[src/rtl/sarp_pkg.sv]
// shared types and constants for the servo angle ramp with pwm duty output
`default_nettype none

package sarp_pkg;

  // divider datapath widths
  localparam int unsigned DIV_W  = 36;   // dividend and quotient
  localparam int unsigned DVR_W  = 20;   // divisor and remainder
  localparam int unsigned STEP_W = 6;    // iteration count, up to DIV_W

  // field widths
  localparam int unsigned ANGLE_W = 8;
  localparam int unsigned DELAY_W = 16;
  localparam int unsigned PULSE_W = 16;
  localparam int unsigned DBITS_W = 5;
  localparam int unsigned DUTY_W  = 20;
  localparam int unsigned CFG_IDX_W = 2;
  localparam int unsigned CFG_DAT_W = 16;

  // fixed numbers of the duty rule
  localparam logic [ANGLE_W-1:0] ANGLE_FULL    = 8'd180;
  localparam logic [DVR_W-1:0]   US_PER_SEC    = 20'd1000000;
  localparam logic [DBITS_W-1:0] DUTY_BITS_CAP = 5'd20;

  // x / 180 as ((x >> 2) * ceil(2^29 / 45)) >> 29, exact for x below 2^24
  localparam int unsigned        SCALED_W    = 24;   // span times clamped angle
  localparam int unsigned        RECIP_W     = 24;
  localparam int unsigned        RECIP_SHIFT = 29;
  localparam logic [RECIP_W-1:0] RECIP_45    = 24'd11930465;

  // reset values
  localparam logic [PULSE_W-1:0] MIN_PULSE_RST = 16'd500;
  localparam logic [PULSE_W-1:0] MAX_PULSE_RST = 16'd2500;
  localparam logic [DBITS_W-1:0] DUTY_BITS_RST = 5'd13;
  localparam logic [PULSE_W-1:0] PWM_FREQ_RST  = 16'd50;
  localparam logic [ANGLE_W-1:0] ACT_STEP_RST  = 8'd1;
  localparam logic [DELAY_W-1:0] ACT_DELAY_RST = 16'd100;

  // register indexes
  localparam logic [CFG_IDX_W-1:0] CFG_MIN_PULSE = 2'd0;
  localparam logic [CFG_IDX_W-1:0] CFG_MAX_PULSE = 2'd1;
  localparam logic [CFG_IDX_W-1:0] CFG_DUTY_BITS = 2'd2;
  localparam logic [CFG_IDX_W-1:0] CFG_PWM_FREQ  = 2'd3;

  // input command codes
  localparam logic CMD_TARGET = 1'b0;
  localparam logic CMD_TICK   = 1'b1;

  // result status codes
  localparam logic ST_MOVING  = 1'b0;
  localparam logic ST_REACHED = 1'b1;

  // divider request and response
  typedef struct packed {
    logic              start;
    logic [DIV_W-1:0]  dividend;   // left aligned with low bits zero for the period request
    logic [DVR_W-1:0]  divisor;
    logic [STEP_W-1:0] steps;
  } div_req_t;

  typedef struct packed {
    logic             done;
    logic [DIV_W-1:0] quotient;
  } div_rsp_t;

endpackage

`default_nettype wire

[src/rtl/sarp_div.sv]
// iterative restoring divider, one quotient bit per cycle
`default_nettype none

module sarp_div (
  input  wire logic              clk_i,
  input  wire logic              rst_ni,
  input  wire sarp_pkg::div_req_t req_i,
  output sarp_pkg::div_rsp_t      rsp_o
);
  import sarp_pkg::*;

  logic              busy_q, busy_d;
  logic              done_q, done_d;
  logic [STEP_W-1:0] cnt_q, cnt_d;
  logic [DIV_W-1:0]  quo_q, quo_d;
  logic [DVR_W-1:0]  rem_q, rem_d;
  logic [DVR_W-1:0]  dvr_q, dvr_d;
  logic [DVR_W:0]    trial;
  logic [DVR_W:0]    diff;

  assign trial = {rem_q, quo_q[DIV_W-1]};
  assign diff  = trial - {1'b0, dvr_q};

  always_comb begin
    busy_d = busy_q;
    done_d = 1'b0;
    cnt_d  = cnt_q;
    quo_d  = quo_q;
    rem_d  = rem_q;
    dvr_d  = dvr_q;
    if (req_i.start) begin
      busy_d = 1'b1;
      cnt_d  = req_i.steps;
      quo_d  = req_i.dividend;
      rem_d  = '0;
      dvr_d  = req_i.divisor;
    end else if (busy_q) begin
      // trial subtract, keep the shifted remainder when it goes negative
      if (trial >= {1'b0, dvr_q}) begin
        rem_d = diff[DVR_W-1:0];
        quo_d = {quo_q[DIV_W-2:0], 1'b1};
      end else begin
        rem_d = trial[DVR_W-1:0];
        quo_d = {quo_q[DIV_W-2:0], 1'b0};
      end
      cnt_d = cnt_q - STEP_W'(1);
      if (cnt_q == STEP_W'(1)) begin
        busy_d = 1'b0;
        done_d = 1'b1;
      end
    end
  end

  always_ff @(posedge clk_i or negedge rst_ni) begin
    if (!rst_ni) begin
      busy_q <= 1'b0;
      done_q <= 1'b0;
      cnt_q  <= '0;
    end else begin
      busy_q <= busy_d;
      done_q <= done_d;
      cnt_q  <= cnt_d;
    end
  end

  always_ff @(posedge clk_i) begin
    quo_q <= quo_d;
    rem_q <= rem_d;
    dvr_q <= dvr_d;
  end

  assign rsp_o.done     = done_q;
  assign rsp_o.quotient = quo_q;

endmodule

`default_nettype wire

[src/rtl/servo_angle_ramp_pwm.sv]
// servo angle ramp with slew limited steps and pwm duty computation
`default_nettype none

// channel | direction | handshake             | payload
// in      | into      | in_valid_i/in_stall_o | command, target, tolerance, step, delay
// out     | out of    | out_valid_o/out_stall_i | status, angle, target, duty
// cfg     | into      | cfg_valid_i/cfg_ready_o | register index, write data
//
// an item that gives no result leaves the block idle; an item that gives a result
// holds the input through the span product, the reciprocal scaling for the pulse
// width, a divider start and run for the pwm period, the top product and a
// divider start and run for the duty, each divider run closed by its done pulse
// the next item is taken in the cycle the pending result transfers
// asynchronous active low reset, no clearing pass; the cfg port is always ready

module servo_angle_ramp_pwm (
  input  wire logic                           clk_i,
  input  wire logic                           rst_ni,
  // item input
  input  wire logic                           in_valid_i,
  output      logic                           in_stall_o,
  input  wire logic                           in_command_i,
  input  wire logic [sarp_pkg::ANGLE_W-1:0]   in_target_angle_i,
  input  wire logic [sarp_pkg::ANGLE_W-1:0]   in_tolerance_deg_i,
  input  wire logic [sarp_pkg::ANGLE_W-1:0]   in_step_deg_i,
  input  wire logic [sarp_pkg::DELAY_W-1:0]   in_step_delay_ms_i,
  // result output
  output      logic                           out_valid_o,
  input  wire logic                           out_stall_i,
  output      logic                           out_status_o,
  output      logic [sarp_pkg::ANGLE_W-1:0]   out_angle_o,
  output      logic [sarp_pkg::ANGLE_W-1:0]   out_target_o,
  output      logic [sarp_pkg::DUTY_W-1:0]    out_duty_o,
  // register writes
  input  wire logic                           cfg_valid_i,
  output      logic                           cfg_ready_o,
  input  wire logic [sarp_pkg::CFG_IDX_W-1:0] cfg_index_i,
  input  wire logic [sarp_pkg::CFG_DAT_W-1:0] cfg_data_i
);
  import sarp_pkg::*;

  typedef enum logic [3:0] {
    S_IDLE,
    S_MUL_SPAN,
    S_US_SCALE,
    S_PER_GO,
    S_PER_WAIT,
    S_MUL_TOP,
    S_DUTY_GO,
    S_DUTY_WAIT
  } state_e;

  state_e state_q, state_d;

  // configuration registers
  logic [PULSE_W-1:0] min_pulse_q, max_pulse_q, pwm_freq_q;
  logic [DBITS_W-1:0] duty_bits_q;

  // ramp state
  logic [ANGLE_W-1:0] cur_angle_q, cur_angle_d;
  logic [ANGLE_W-1:0] act_tgt_q, act_tgt_d, act_tol_q, act_tol_d, act_step_q, act_step_d;
  logic [DELAY_W-1:0] act_delay_q, act_delay_d;
  logic               moving_q, moving_d;
  logic [DELAY_W-1:0] wait_left_q, wait_left_d;
  logic               pend_valid_q, pend_valid_d;
  logic [ANGLE_W-1:0] pend_tgt_q, pend_tgt_d, pend_tol_q, pend_tol_d, pend_step_q, pend_step_d;
  logic [DELAY_W-1:0] pend_delay_q, pend_delay_d;

  // result register
  logic               out_valid_q, out_valid_d;
  logic               out_status_q, out_status_d;
  logic [ANGLE_W-1:0] out_angle_q, out_angle_d, out_target_q, out_target_d;
  logic [DUTY_W-1:0]  out_duty_q, out_duty_d;

  // duty datapath
  logic [DIV_W-1:0]   prod_q, prod_d;
  logic [PULSE_W-1:0] us_q, us_d;
  logic [DVR_W-1:0]   period_q, period_d;

  logic               in_xfer;
  logic               eval_en;
  logic [ANGLE_W-1:0] sel_tgt, sel_tol, sel_step;
  logic [DELAY_W-1:0] sel_delay;
  logic [DELAY_W-1:0] wait_dec;
  logic [ANGLE_W-1:0] mag;
  logic [ANGLE_W:0]   up_sum;

  logic [ANGLE_W-1:0] ang_clamp;
  logic [PULSE_W-1:0] span;
  logic [DUTY_W-1:0]  top;
  logic [DBITS_W-1:0] bits_eff;
  logic [PULSE_W-1:0] freq_eff;
  logic [PULSE_W:0]   us_sum;
  logic [PULSE_W-1:0] mul_a;
  logic [DUTY_W-1:0]  mul_b;
  logic [DIV_W-1:0]   mul_p;
  logic [SCALED_W-2+RECIP_W-1:0] recip_p;

  div_req_t div_req;
  div_rsp_t div_rsp;

  sarp_div u_div (
    .clk_i  (clk_i),
    .rst_ni (rst_ni),
    .req_i  (div_req),
    .rsp_o  (div_rsp)
  );

  // next item is taken when idle and once any pending result is on its way out
  assign in_stall_o  = (state_q != S_IDLE) || (out_valid_q && out_stall_i);
  assign in_xfer     = in_valid_i && !in_stall_o;
  assign cfg_ready_o = 1'b1;

  // ---------------------------------------------------------------------------
  // item handling: pending slot, wait countdown and the step decision
  // ---------------------------------------------------------------------------
  assign wait_dec = wait_left_q - DELAY_W'(1);

  always_comb begin
    cur_angle_d  = cur_angle_q;
    act_tgt_d    = act_tgt_q;
    act_tol_d    = act_tol_q;
    act_step_d   = act_step_q;
    act_delay_d  = act_delay_q;
    moving_d     = moving_q;
    wait_left_d  = wait_left_q;
    pend_valid_d = pend_valid_q;
    pend_tgt_d   = pend_tgt_q;
    pend_tol_d   = pend_tol_q;
    pend_step_d  = pend_step_q;
    pend_delay_d = pend_delay_q;
    out_status_d = out_status_q;
    out_angle_d  = out_angle_q;
    out_target_d = out_target_q;
    eval_en      = 1'b0;
    sel_tgt      = act_tgt_q;
    sel_tol      = act_tol_q;
    sel_step     = act_step_q;
    sel_delay    = act_delay_q;

    if (in_xfer) begin
      if (in_command_i == CMD_TARGET) begin
        if (wait_left_q != '0) begin
          // wait running: park the command, a newer one overwrites it
          pend_valid_d = 1'b1;
          pend_tgt_d   = in_target_angle_i;
          pend_tol_d   = in_tolerance_deg_i;
          pend_step_d  = in_step_deg_i;
          pend_delay_d = in_step_delay_ms_i;
        end else begin
          sel_tgt   = in_target_angle_i;
          sel_tol   = in_tolerance_deg_i;
          sel_step  = in_step_deg_i;
          sel_delay = in_step_delay_ms_i;
          moving_d  = 1'b1;
          eval_en   = 1'b1;
        end
      end else if (wait_left_q != '0) begin
        // tick with a wait running; a tick with none is dropped
        wait_left_d = wait_dec;
        if (wait_dec == '0) begin
          if (pend_valid_q) begin
            sel_tgt      = pend_tgt_q;
            sel_tol      = pend_tol_q;
            sel_step     = pend_step_q;
            sel_delay    = pend_delay_q;
            pend_valid_d = 1'b0;
            moving_d     = 1'b1;
            eval_en      = 1'b1;
          end else begin
            eval_en = moving_q;
          end
        end
      end
    end

    mag    = (sel_tgt >= cur_angle_q) ? (sel_tgt - cur_angle_q) : (cur_angle_q - sel_tgt);
    up_sum = {1'b0, cur_angle_q} + {1'b0, sel_step};

    if (eval_en) begin
      act_tgt_d   = sel_tgt;
      act_tol_d   = sel_tol;
      act_step_d  = sel_step;
      act_delay_d = sel_delay;
      if (mag > sel_tol) begin
        if (sel_tgt > cur_angle_q) begin
          // upward, clamped at the target
          cur_angle_d = (up_sum > {1'b0, sel_tgt}) ? sel_tgt : up_sum[ANGLE_W-1:0];
        end else begin
          // downward, floor at zero
          cur_angle_d = (cur_angle_q > sel_step) ? (cur_angle_q - sel_step) : '0;
        end
        wait_left_d  = (sel_delay == '0) ? DELAY_W'(1) : sel_delay;
        out_status_d = ST_MOVING;
      end else begin
        moving_d     = 1'b0;
        out_status_d = ST_REACHED;
      end
      out_angle_d  = cur_angle_d;
      out_target_d = sel_tgt;
    end
  end

  // ---------------------------------------------------------------------------
  // duty: us = min + span * a / 180, period = 1e6 / freq, duty = us * top / period
  // ---------------------------------------------------------------------------
  assign ang_clamp = (cur_angle_q > ANGLE_FULL) ? ANGLE_FULL : cur_angle_q;
  assign span      = (max_pulse_q >= min_pulse_q) ? (max_pulse_q - min_pulse_q) : '0;
  assign bits_eff  = (duty_bits_q > DUTY_BITS_CAP) ? DUTY_BITS_CAP : duty_bits_q;
  assign freq_eff  = (pwm_freq_q == '0) ? PULSE_W'(1) : pwm_freq_q;

  // divide by 180: drop two bits, then multiply by the reciprocal of 45
  assign recip_p = prod_q[SCALED_W-1:2] * RECIP_45;
  assign us_sum  = {1'b0, min_pulse_q} + {1'b0, recip_p[RECIP_SHIFT +: PULSE_W]};

  always_comb begin
    for (int k = 0; k < DUTY_W; k++) begin
      top[k] = (DBITS_W'(k) < bits_eff);
    end
  end

  // multiplier shared by the span and top products; the reciprocal scaling has its own
  assign mul_a = (state_q == S_MUL_TOP) ? us_q : span;
  assign mul_b = (state_q == S_MUL_TOP) ? top : {{(DUTY_W-ANGLE_W){1'b0}}, ang_clamp};
  assign mul_p = mul_a * mul_b;

  always_comb begin
    div_req = '0;
    case (state_q)
      S_PER_GO: begin
        div_req.start    = 1'b1;
        div_req.dividend = {US_PER_SEC, {(DIV_W-DVR_W){1'b0}}};
        div_req.divisor  = {{(DVR_W-PULSE_W){1'b0}}, freq_eff};
        div_req.steps    = STEP_W'(DVR_W);
      end
      S_DUTY_GO: begin
        div_req.start    = 1'b1;
        div_req.dividend = prod_q;
        div_req.divisor  = period_q;
        div_req.steps    = STEP_W'(DIV_W);
      end
      default: begin
        div_req = '0;
      end
    endcase
  end

  always_comb begin
    state_d     = state_q;
    prod_d      = prod_q;
    us_d        = us_q;
    period_d    = period_q;
    out_duty_d  = out_duty_q;
    out_valid_d = out_valid_q;

    if (out_valid_q && !out_stall_i) begin
      out_valid_d = 1'b0;
    end

    case (state_q)
      S_IDLE: begin
        if (eval_en) begin
          state_d = S_MUL_SPAN;
        end
      end
      S_MUL_SPAN: begin
        prod_d  = mul_p;
        state_d = S_US_SCALE;
      end
      S_US_SCALE: begin
        us_d    = us_sum[PULSE_W-1:0];
        state_d = S_PER_GO;
      end
      S_PER_GO: begin
        state_d = S_PER_WAIT;
      end
      S_PER_WAIT: begin
        if (div_rsp.done) begin
          period_d = div_rsp.quotient[DVR_W-1:0];
          state_d  = S_MUL_TOP;
        end
      end
      S_MUL_TOP: begin
        prod_d  = mul_p;
        state_d = S_DUTY_GO;
      end
      S_DUTY_GO: begin
        state_d = S_DUTY_WAIT;
      end
      S_DUTY_WAIT: begin
        if (div_rsp.done) begin
          // saturate to the duty field
          out_duty_d  = (div_rsp.quotient[DIV_W-1:DUTY_W] != '0) ? {DUTY_W{1'b1}}
                                                                  : div_rsp.quotient[DUTY_W-1:0];
          out_valid_d = 1'b1;
          state_d     = S_IDLE;
        end
      end
      default: begin
        state_d = S_IDLE;
      end
    endcase
  end

  always_ff @(posedge clk_i or negedge rst_ni) begin
    if (!rst_ni) begin
      state_q      <= S_IDLE;
      min_pulse_q  <= MIN_PULSE_RST;
      max_pulse_q  <= MAX_PULSE_RST;
      duty_bits_q  <= DUTY_BITS_RST;
      pwm_freq_q   <= PWM_FREQ_RST;
      cur_angle_q  <= '0;
      act_tgt_q    <= '0;
      act_tol_q    <= '0;
      act_step_q   <= ACT_STEP_RST;
      act_delay_q  <= ACT_DELAY_RST;
      moving_q     <= 1'b0;
      wait_left_q  <= '0;
      pend_valid_q <= 1'b0;
      out_valid_q  <= 1'b0;
    end else begin
      state_q      <= state_d;
      cur_angle_q  <= cur_angle_d;
      act_tgt_q    <= act_tgt_d;
      act_tol_q    <= act_tol_d;
      act_step_q   <= act_step_d;
      act_delay_q  <= act_delay_d;
      moving_q     <= moving_d;
      wait_left_q  <= wait_left_d;
      pend_valid_q <= pend_valid_d;
      out_valid_q  <= out_valid_d;
      if (cfg_valid_i && cfg_ready_o) begin
        case (cfg_index_i)
          CFG_MIN_PULSE: min_pulse_q <= cfg_data_i;
          CFG_MAX_PULSE: max_pulse_q <= cfg_data_i;
          CFG_DUTY_BITS: duty_bits_q <= cfg_data_i[DBITS_W-1:0];
          CFG_PWM_FREQ:  pwm_freq_q  <= cfg_data_i;
          default:       ;
        endcase
      end
    end
  end

  // payload registers, no reset
  always_ff @(posedge clk_i) begin
    pend_tgt_q   <= pend_tgt_d;
    pend_tol_q   <= pend_tol_d;
    pend_step_q  <= pend_step_d;
    pend_delay_q <= pend_delay_d;
    out_status_q <= out_status_d;
    out_angle_q  <= out_angle_d;
    out_target_q <= out_target_d;
    out_duty_q   <= out_duty_d;
    prod_q       <= prod_d;
    us_q         <= us_d;
    period_q     <= period_d;
  end

  assign out_valid_o  = out_valid_q;
  assign out_status_o = out_status_q;
  assign out_angle_o  = out_angle_q;
  assign out_target_o = out_target_q;
  assign out_duty_o   = out_duty_q;

  // a parked command only exists while a wait is counting
  a_pend_needs_wait: assert property (@(posedge clk_i) disable iff (!rst_ni)
    pend_valid_q |-> (wait_left_q != '0))
    else $error("pending command held with no wait running");

  // divider completions only land in a waiting state
  a_div_done_state: assert property (@(posedge clk_i) disable iff (!rst_ni)
    div_rsp.done |-> (state_q == S_PER_WAIT || state_q == S_DUTY_WAIT))
    else $error("divider finished outside a wait state");

  // a result appears only at the end of the duty division
  a_result_source: assert property (@(posedge clk_i) disable iff (!rst_ni)
    $rose(out_valid_q) |-> $past(state_q == S_DUTY_WAIT))
    else $error("result raised without a duty computation");

  // a moving result always leaves a step wait running
  a_moving_waits: assert property (@(posedge clk_i) disable iff (!rst_ni)
    (out_valid_q && out_status_q == ST_MOVING) |-> (wait_left_q != '0))
    else $error("moving status with no step wait");

endmodule

`default_nettype wire
[config.mk]
export PLATFORM = sky130hd
export DESIGN_NAME = servo_angle_ramp_pwm
export DESIGN_NICKNAME = d
export VERILOG_FILES = /design/src/rtl/sarp_pkg.sv /design/src/rtl/sarp_div.sv /design/src/rtl/servo_angle_ramp_pwm.sv
export SDC_FILE = /design/constraint.sdc
export NUM_CORES = 2
export LEC_CHECK = 0
export BUFFER_PORTS_ARGS = -buffer_cell sky130_fd_sc_hd__buf_4
export CAP_MARGIN = 20
export CORE_ASPECT_RATIO = 2
export CORE_MARGIN = 5
export CORE_UTILIZATION = 55
export CTS_BUF_LIST = sky130_fd_sc_hd__clkbuf_16
export DETAILED_ROUTE_END_ITERATION = 8
export HOLD_SLACK_MARGIN = 0.03
export PLACE_DENSITY = 0.73
export SLEW_MARGIN = 20
export SYNTH_ARGS = -nofsm -noshare
export SYNTH_HDL_FRONTEND = slang
export SYNTH_SLANG_ARGS = --single-unit
[constraint.sdc]
create_clock -name clk_i -period 11.41 [get_ports clk_i]
set_input_delay 1.141 -clock clk_i [delete_from_list [all_inputs] [get_ports clk_i]]
set_output_delay 1.141 -clock clk_i [all_outputs]
set_load 0.01 [all_outputs]
# Word-level counts from Yosys, hierarchy flattened
# Cells that the tools add are included.
# W data, S select, Z words.
dict set report totals {
  rom_bits 0
  input_bits 64
  reg_bits 357
  latch_bits 0
  n_memories 0
  ram_bits 0
}
dict set report classes {
  bitwise 1
  add_sub_neg 9
  reduce_logical 25
  muxes 79
  magnitude_cmp 29
  eq_ne 15
  shift 0
  n_mul 2
  n_div 0
}
# op n
set op_table {}
lappend op_table {{$mux W16} 15}
lappend op_table {{$mux W8} 24}
lappend op_table {{$pmux W63 S2} 1}
lappend op_table {{$mux W36} 2}
lappend op_table {{$logic_not A16 Y1} 3}
lappend op_table {{$mul A22 B24 Y45 const B} 1}
lappend op_table {{$lt A4 B5 Y1 const A} 8}
lappend op_table {{$mux W20} 2}
lappend op_table {{$mul A16 B20 Y36} 1}
lappend op_table {{$pmux W4 S8} 1}
lappend op_table {{$reduce_bool A16 Y1} 2}
lappend op_table {{$mux W1} 28}
lappend op_table {{$gt A8 B8 Y1} 3}
lappend op_table {{$sub A8 B8 Y8} 3}
lappend op_table {{$ge A21 B20 Y1} 1}
lappend op_table {{$lt A3 B5 Y1 const A} 4}
lappend op_table {{$lt A5 B5 Y1 const A} 4}
lappend op_table {{$sub A20 B20 Y20} 1}
lappend op_table {{$add A16 B16 Y16} 1}
lappend op_table {{$eq A4 B3 Y1 const B} 4}
lappend op_table {{$ge A16 B16 Y1} 1}
lappend op_table {{$sub A16 B1 Y16 const B} 1}
lappend op_table {{$sub A16 B16 Y16} 1}
lappend op_table {{$mux W4} 3}
lappend op_table {{28 further kinds} 45}

# Longest topological paths before layout
dict set report logic_depth {
  word_depth 11
  mapped_depth 38
}

# Hierarchy
# A second synthesis with hierarchy kept.
dict set report hier_totals {
  hier_cells 3577
  hier_area_um2 35726.8
}
# mod seq_area_each_um2 cells_each area_each_um2 n_inst
set by_module_without_submodules {}
lappend by_module_without_submodules {servo_angle_ramp_pwm 7578.5 3165 31108.6 1}
lappend by_module_without_submodules {sarp_div 2282.2 412 4618.2 1}

# Worst setup path before layout
# Ideal clock, no wire load.
dict set report synth_path {
  path_type {reg-to-reg}
  from {register min_pulse_q[0]}
  to {register prod_q[35], data pin}
  path_slack_ns 2.005
  required_ns 11.151
  arrival_time_ns 9.145
  stages_incl_launch_ff 35
  setup_ns 0.259
  cell_sequence {dfrtp_1 ha_1 fa_1 nor2b_1 o21ai_0 a21boi_0 o41a_1 o21a_1 o21ai_0 a21o_1 a221o_1 buf_2 o31ai_1 clkbuf_1 nand2_1 fa_1 fa_1 inv_1 fa_1 fa_1 fa_1 inv_1 fa_1 inv_1 ha_1 a21oi_1 o21ai_0 o32a_1 and3_1 a221oi_1 o211ai_1 a31oi_1 o21ai_0 a21oi_1 xnor2_1}
}
dict set report synth_via {
  elab_chain_cells 4
}
# item line
set synth_rtl {}
lappend synth_rtl {{start, declared} servo_angle_ramp_pwm.sv:56} ;# logic [PULSE_W-1:0] min_pulse_q, max_pulse_q, pwm_freq_q;
lappend synth_rtl {{start signal, assigned} servo_angle_ramp_pwm.sv:334} ;# CFG_MIN_PULSE: min_pulse_q <= cfg_data_i;
lappend synth_rtl {{$sub A16 B16 Y16 / $ge A16 B16 Y1 (equally long branches)} servo_angle_ramp_pwm.sv:208} ;# assign span = (max_pulse_q >= min_pulse_q) ? (max_pulse_q - min_pulse_q) : '0;
lappend synth_rtl {{$mux W16 (*)} servo_angle_ramp_pwm.sv:208}
lappend synth_rtl {{$mux W16 (*)} servo_angle_ramp_pwm.sv:223} ;# assign mul_a = (state_q == S_MUL_TOP) ? us_q : span;
lappend synth_rtl {{$mul A16 B20 Y36 (*)} servo_angle_ramp_pwm.sv:225} ;# assign mul_p = mul_a * mul_b;
lappend synth_rtl {{named net mul_p[35]} servo_angle_ramp_pwm.sv:96} ;# logic [DIV_W-1:0] mul_p;
lappend synth_rtl {{end signal, assigned} servo_angle_ramp_pwm.sv:354} ;# prod_q <= prod_d;
lappend synth_rtl {{end, declared} servo_angle_ramp_pwm.sv:76} ;# logic [DIV_W-1:0] prod_q, prod_d;
# The timed path passes the listed nets; every way through them passes the cells marked *.
# A chain may end at the register's enable or synchronous reset.

# Worst setup path in the final report
dict set report layout_path {
  from {register min_pulse_q[2]}
  to {register prod_q[35], data pin}
}
# The elaborated chain is that of the path after synthesis.

==> results.txt <==
The worst relative slew slack came out at 0.229. STA classifies the critical path startpoint as a flop. The via count of the first global-routing pass is 27100.

The overall via count from detail_route came out at 26100. The number of endpoints failing setup at the final stage is 0. The number of H-tree levels is 2. The post-synthesis xor/xnor area fraction came out at 0.0307.

The final worst-path cycle share came out at 0.936. The congestion estimate from routability-driven global placement came to 0.944. The worst reg-to-reg path cell count is 33. The iteration count of the initial detailed-routing pass is 6. The number of slew-limit violations in the final report came out at 0. The count of routing violations after the opening detailed-route iteration came out at 1972. The standard-cell row count came out at 131.

The worst register-to-register path begins at min_pulse_q[2]. The setup skew after layout is 0.0241 ns. The reg-to-reg critical path endpoint is prod_q[35]. The slowest stage of the critical path belongs to the cell a221o_1. The met3 track demand over resource in global routing is 0.0374.

The number of buffers inserted by post-CTS setup repair came out at 0. The number of warnings printed during yosys synthesis is 0. The storage element area is 9860 um2. The post-synth design cell area is 35000 um2. The tree is rooted in a clkbuf_16. Dividing the synthesized area by the synthesized cell count gives 9.89 um2. The first global-routing pass estimated 148000 um of wire.

For this run, global-route usage on met1 was measured as 0.358. The count of hold buffers inserted by post-cts repair came out at 0. The antenna cell count is 0.

The DRC violation count after routing is 0. The maximum operating frequency is 93.7 MHz. The number of enable flip-flop cells after synthesis is 205. The cell count of the worst hold path came out at 1.

Counting flops and latches in the post-synthesis netlist gives 356. The setup check on the worst reg-to-reg path leaves a slack of 0.73 ns. The area of the multi-input gates came out at 22700 um2. The post-synthesis to final-layout area growth came out at 7.99%. The post-route minimum period came out at 10.68 ns.

The net count of the finished layout is 4443. The clock edge transition at the registers on the reported setup and hold paths came out at 0.08 ns. The total global-route track usage is 0.267.

The run finished with clean final reports. The adder and majority cell fraction of the synthesized area is 0.358. For this run, the leading register cell type out of synthesis is edfxtp_1. The count of buffers added on input and output ports is 102.

The count of clock tree sinks is 356. The height of the die came out at 367 um. The clock insertion delay at the later pin of the skew report is 0.55 ns. The worst-margin pin slew is 1.15 ns. For the final routed database, the setup TNS stands at 0 ns. The number of primary I/O pins came out at 104. The launch point of the worst hold path is u_div.rem_q[19]. Of the cells placed in the final design, the portion with a size suffix greater than 1 is 0.0873. Using the TritonRoute via totals, the vias-per-cell ratio works out to 5.89. The number of resized instances in the post-cts repair step is 0.

The layout filler cell count came out at 5426. The path with the worst hold slack has its endpoint at u_div.rem_q[19]. The number of buffers on the longest clock path is 3.

The max capacitance violation total came out at 0. The number of antenna violations at the first check in global routing is 1. The mean routed wirelength per cell came out at 20.7 um. The longest individual stage delay on the worst path came out at 0.83 ns. The met2 track utilization from global routing is 0.448.

The net count of the mapped netlist came out at 4381. The floorplan step set the die width to 188 um. Setup repair after global routing left no endpoint under its margin.

The simple-gate area share of the yosys netlist is 0.118. Along the worst path, the maximum fanout reaches 20. The final hold violation count came out at 0. The path class of the tightest hold or removal check is reg2reg. In this run the most used layer during global routing was met2. In the synthesized netlist, the number of instances is 3545. The data arrival time at the worst-slack endpoint came out at 10.98 ns. By area, the combinational part of the netlist is dominated by adder cells. TritonCTS built the clock tree.

The die covers 69200 um2. The initial core utilization came out at 0.552. The proportion of synthesized flip-flops having asynchronous set or reset is 0.368. The global route total overflow came out at 0.

The complex-gate fraction of the synthesized area is 0.122. STA classifies the critical path endpoint as a flop. The most numerous cell type found on the critical path is fa_1.

The number of distinct library cells after synthesis came out at 82. The final routed wirelength across all metal layers is 91700 um. The core region is 63400 um2. The register area share after synthesis came out at 0.281. The proportion of synthesized area in mux cells came out at 0.0160. Entering global routing, the biggest net connects 85 pins. In this run the remaining antenna-violating nets after routing total 0. The worst setup path is of the reg2reg kind. The total clock buffers created by CTS came out at 34. The post-detailed-placement half-perimeter wirelength came out at 73100 um. The required time reported for the critical path endpoint came out at 11.72 ns.
## cell usage after synthesis (9+ instances only)
master / instances / area (um2)
o22ai_1: 49 / 307
ha_1: 388 / 4850
nand4_1: 29 / 181
a22o_1: 38 / 333
a22oi_1: 12 / 90.1
a211oi_1: 24 / 180
o211ai_1: 12 / 90.1
and2_1: 13 / 81.3
o31ai_1: 12 / 90.1
edfxtp_1: 205 / 6160
inv_1: 568 / 2130
nor3_1: 63 / 315
mux2_2: 39 / 439
o31a_1: 13 / 114
nand3b_1: 9 / 67.6
nor2_1: 264 / 991
nand2b_1: 30 / 188
dfrtp_1: 110 / 2750
xor2_1: 44 / 385
buf_1: 14 / 52.6
o21bai_1: 18 / 135
dfstp_2: 21 / 552
nand2_1: 327 / 1230
fa_1: 384 / 7690
nor2b_1: 31 / 194
mux2i_1: 12 / 120
xnor2_1: 79 / 692
o21ai_0: 132 / 661
or3_1: 12 / 75.1
dfxtp_1: 20 / 400
a21oi_1: 165 / 826
a31oi_1: 21 / 131
a221oi_1: 10 / 87.6
nor4_1: 23 / 144
a221o_1: 12 / 120
o21a_1: 26 / 195
or2_2: 28 / 175
clkbuf_1: 106 / 398
nand3_1: 30 / 150
a21o_1: 49 / 368
## cells in the final DEF (no fill, tap or decap), drive strengths merged, types with 79 or more instances in the layout
| cell | Yosys | layout |
|---|---|---|
| ha | 388 | 388 |
| xnor2 | 79 | 79 |
| nand2 | 327 | 327 |
| inv | 568 | 574 |
| a21oi | 165 | 165 |
| edfxtp | 205 | 205 |
| dfrtp | 110 | 110 |
| fa | 384 | 384 |
| o21ai | 140 | 140 |
| buf | 18 | 150 |
| nor2 | 266 | 266 |
## per-stage QoR
step | instances | setup slack (ns) | hold WS, ns | utilization | area [um2]
floorplan | 3545 | 2.01 | 0.427 | - | 35000
global placement | 4368 | 1.04 | 0.439 | 0.580 | 36800
detailed placement | 4368 | 0.843 | 0.446 | 0.580 | 36800
CTS | 4429 | 0.795 | 0.461 | 0.596 | 37800
global route | 4430 | 0.0616 | 0.479 | 0.597 | 37800
finish | 4430 | 0.732 | 0.462 | 0.597 | 37800
## worst max-delay path: cells and delay by family, from the launching register on
kind | cells | cell delay [ns]
adder cells (fa/ha/maj) | 8 | 3.86
flip-flops | 1 | 0.54
XOR/XNOR | 1 | 0.09
buffers and inverters | 5 | 0.27
AO/OA/AOI/OAI | 16 | 5.19
AND/OR/NAND/NOR | 3 | 0.50
## final cells by class
class,count,share of cell area
Inverter,568,0.0563
Sequential cell,356,0.261
Multi-Input combinational cell,2497,0.599
Clock inverter,27,0.00575
Timing Repair Buffer,150,0.0299
Tap cell,798,0.0264
Clock buffer,34,0.0225
## worst max-delay path by stage
stage                     cells after the start  slack [ns]    endpoint            from
after CTS                                    33        0.80  prod_q[35]  min_pulse_q[2]
final                                        33        0.73  prod_q[35]  min_pulse_q[2]
after global routing                         33        0.06  prod_q[35]  min_pulse_q[2]
after global placement                       33        1.04  prod_q[35]  min_pulse_q[2]
after floorplan                              34        2.01  prod_q[35]  min_pulse_q[0]
after detailed placement                     33        0.84  prod_q[35]  min_pulse_q[2]
## cells by family after synthesis
| logic type | count (synthesis) |
|---|---|
| other cells | 1 |
| buf+inv | 692 |
| flops | 356 |
| mux | 51 |
| fa+ha+maj | 772 |
| compound gates | 653 |
| simple gates | 897 |
| xor+xnor | 123 |
## routing by layer
layer,share of wire,vias up
li1,-,12000
met1,0.41,13000
met2,0.49,909
met3,0.063,196
met4,0.039,0
met5,0,-
## flip-flops by register name, summed over array words and instances (netlist names), 8 cells and up
| signal | cells |
|---|---|
| u_div.rem_q | 20 |
| pwm_freq_q | 16 |
| pend_delay_q | 16 |
| act_delay_q | 16 |
| pend_tgt_q | 8 |
| out_duty_o | 20 |
| pend_tol_q | 8 |
| prod_q | 36 |
| period_q | 20 |
| wait_left_q | 16 |
| u_div.dvr_q | 20 |
| pend_step_q | 8 |
| min_pulse_q | 16 |
| act_tol_q | 8 |
| act_tgt_q | 8 |
| cur_angle_q | 8 |
| out_angle_o | 8 |
| act_step_q | 8 |
| us_q | 16 |
| u_div.quo_q | 36 |
| out_target_o | 8 |
| max_pulse_q | 16 |
Power is not shown: default switching activity piles up to over one toggle a cycle in this logic, so the estimate is an artifact.
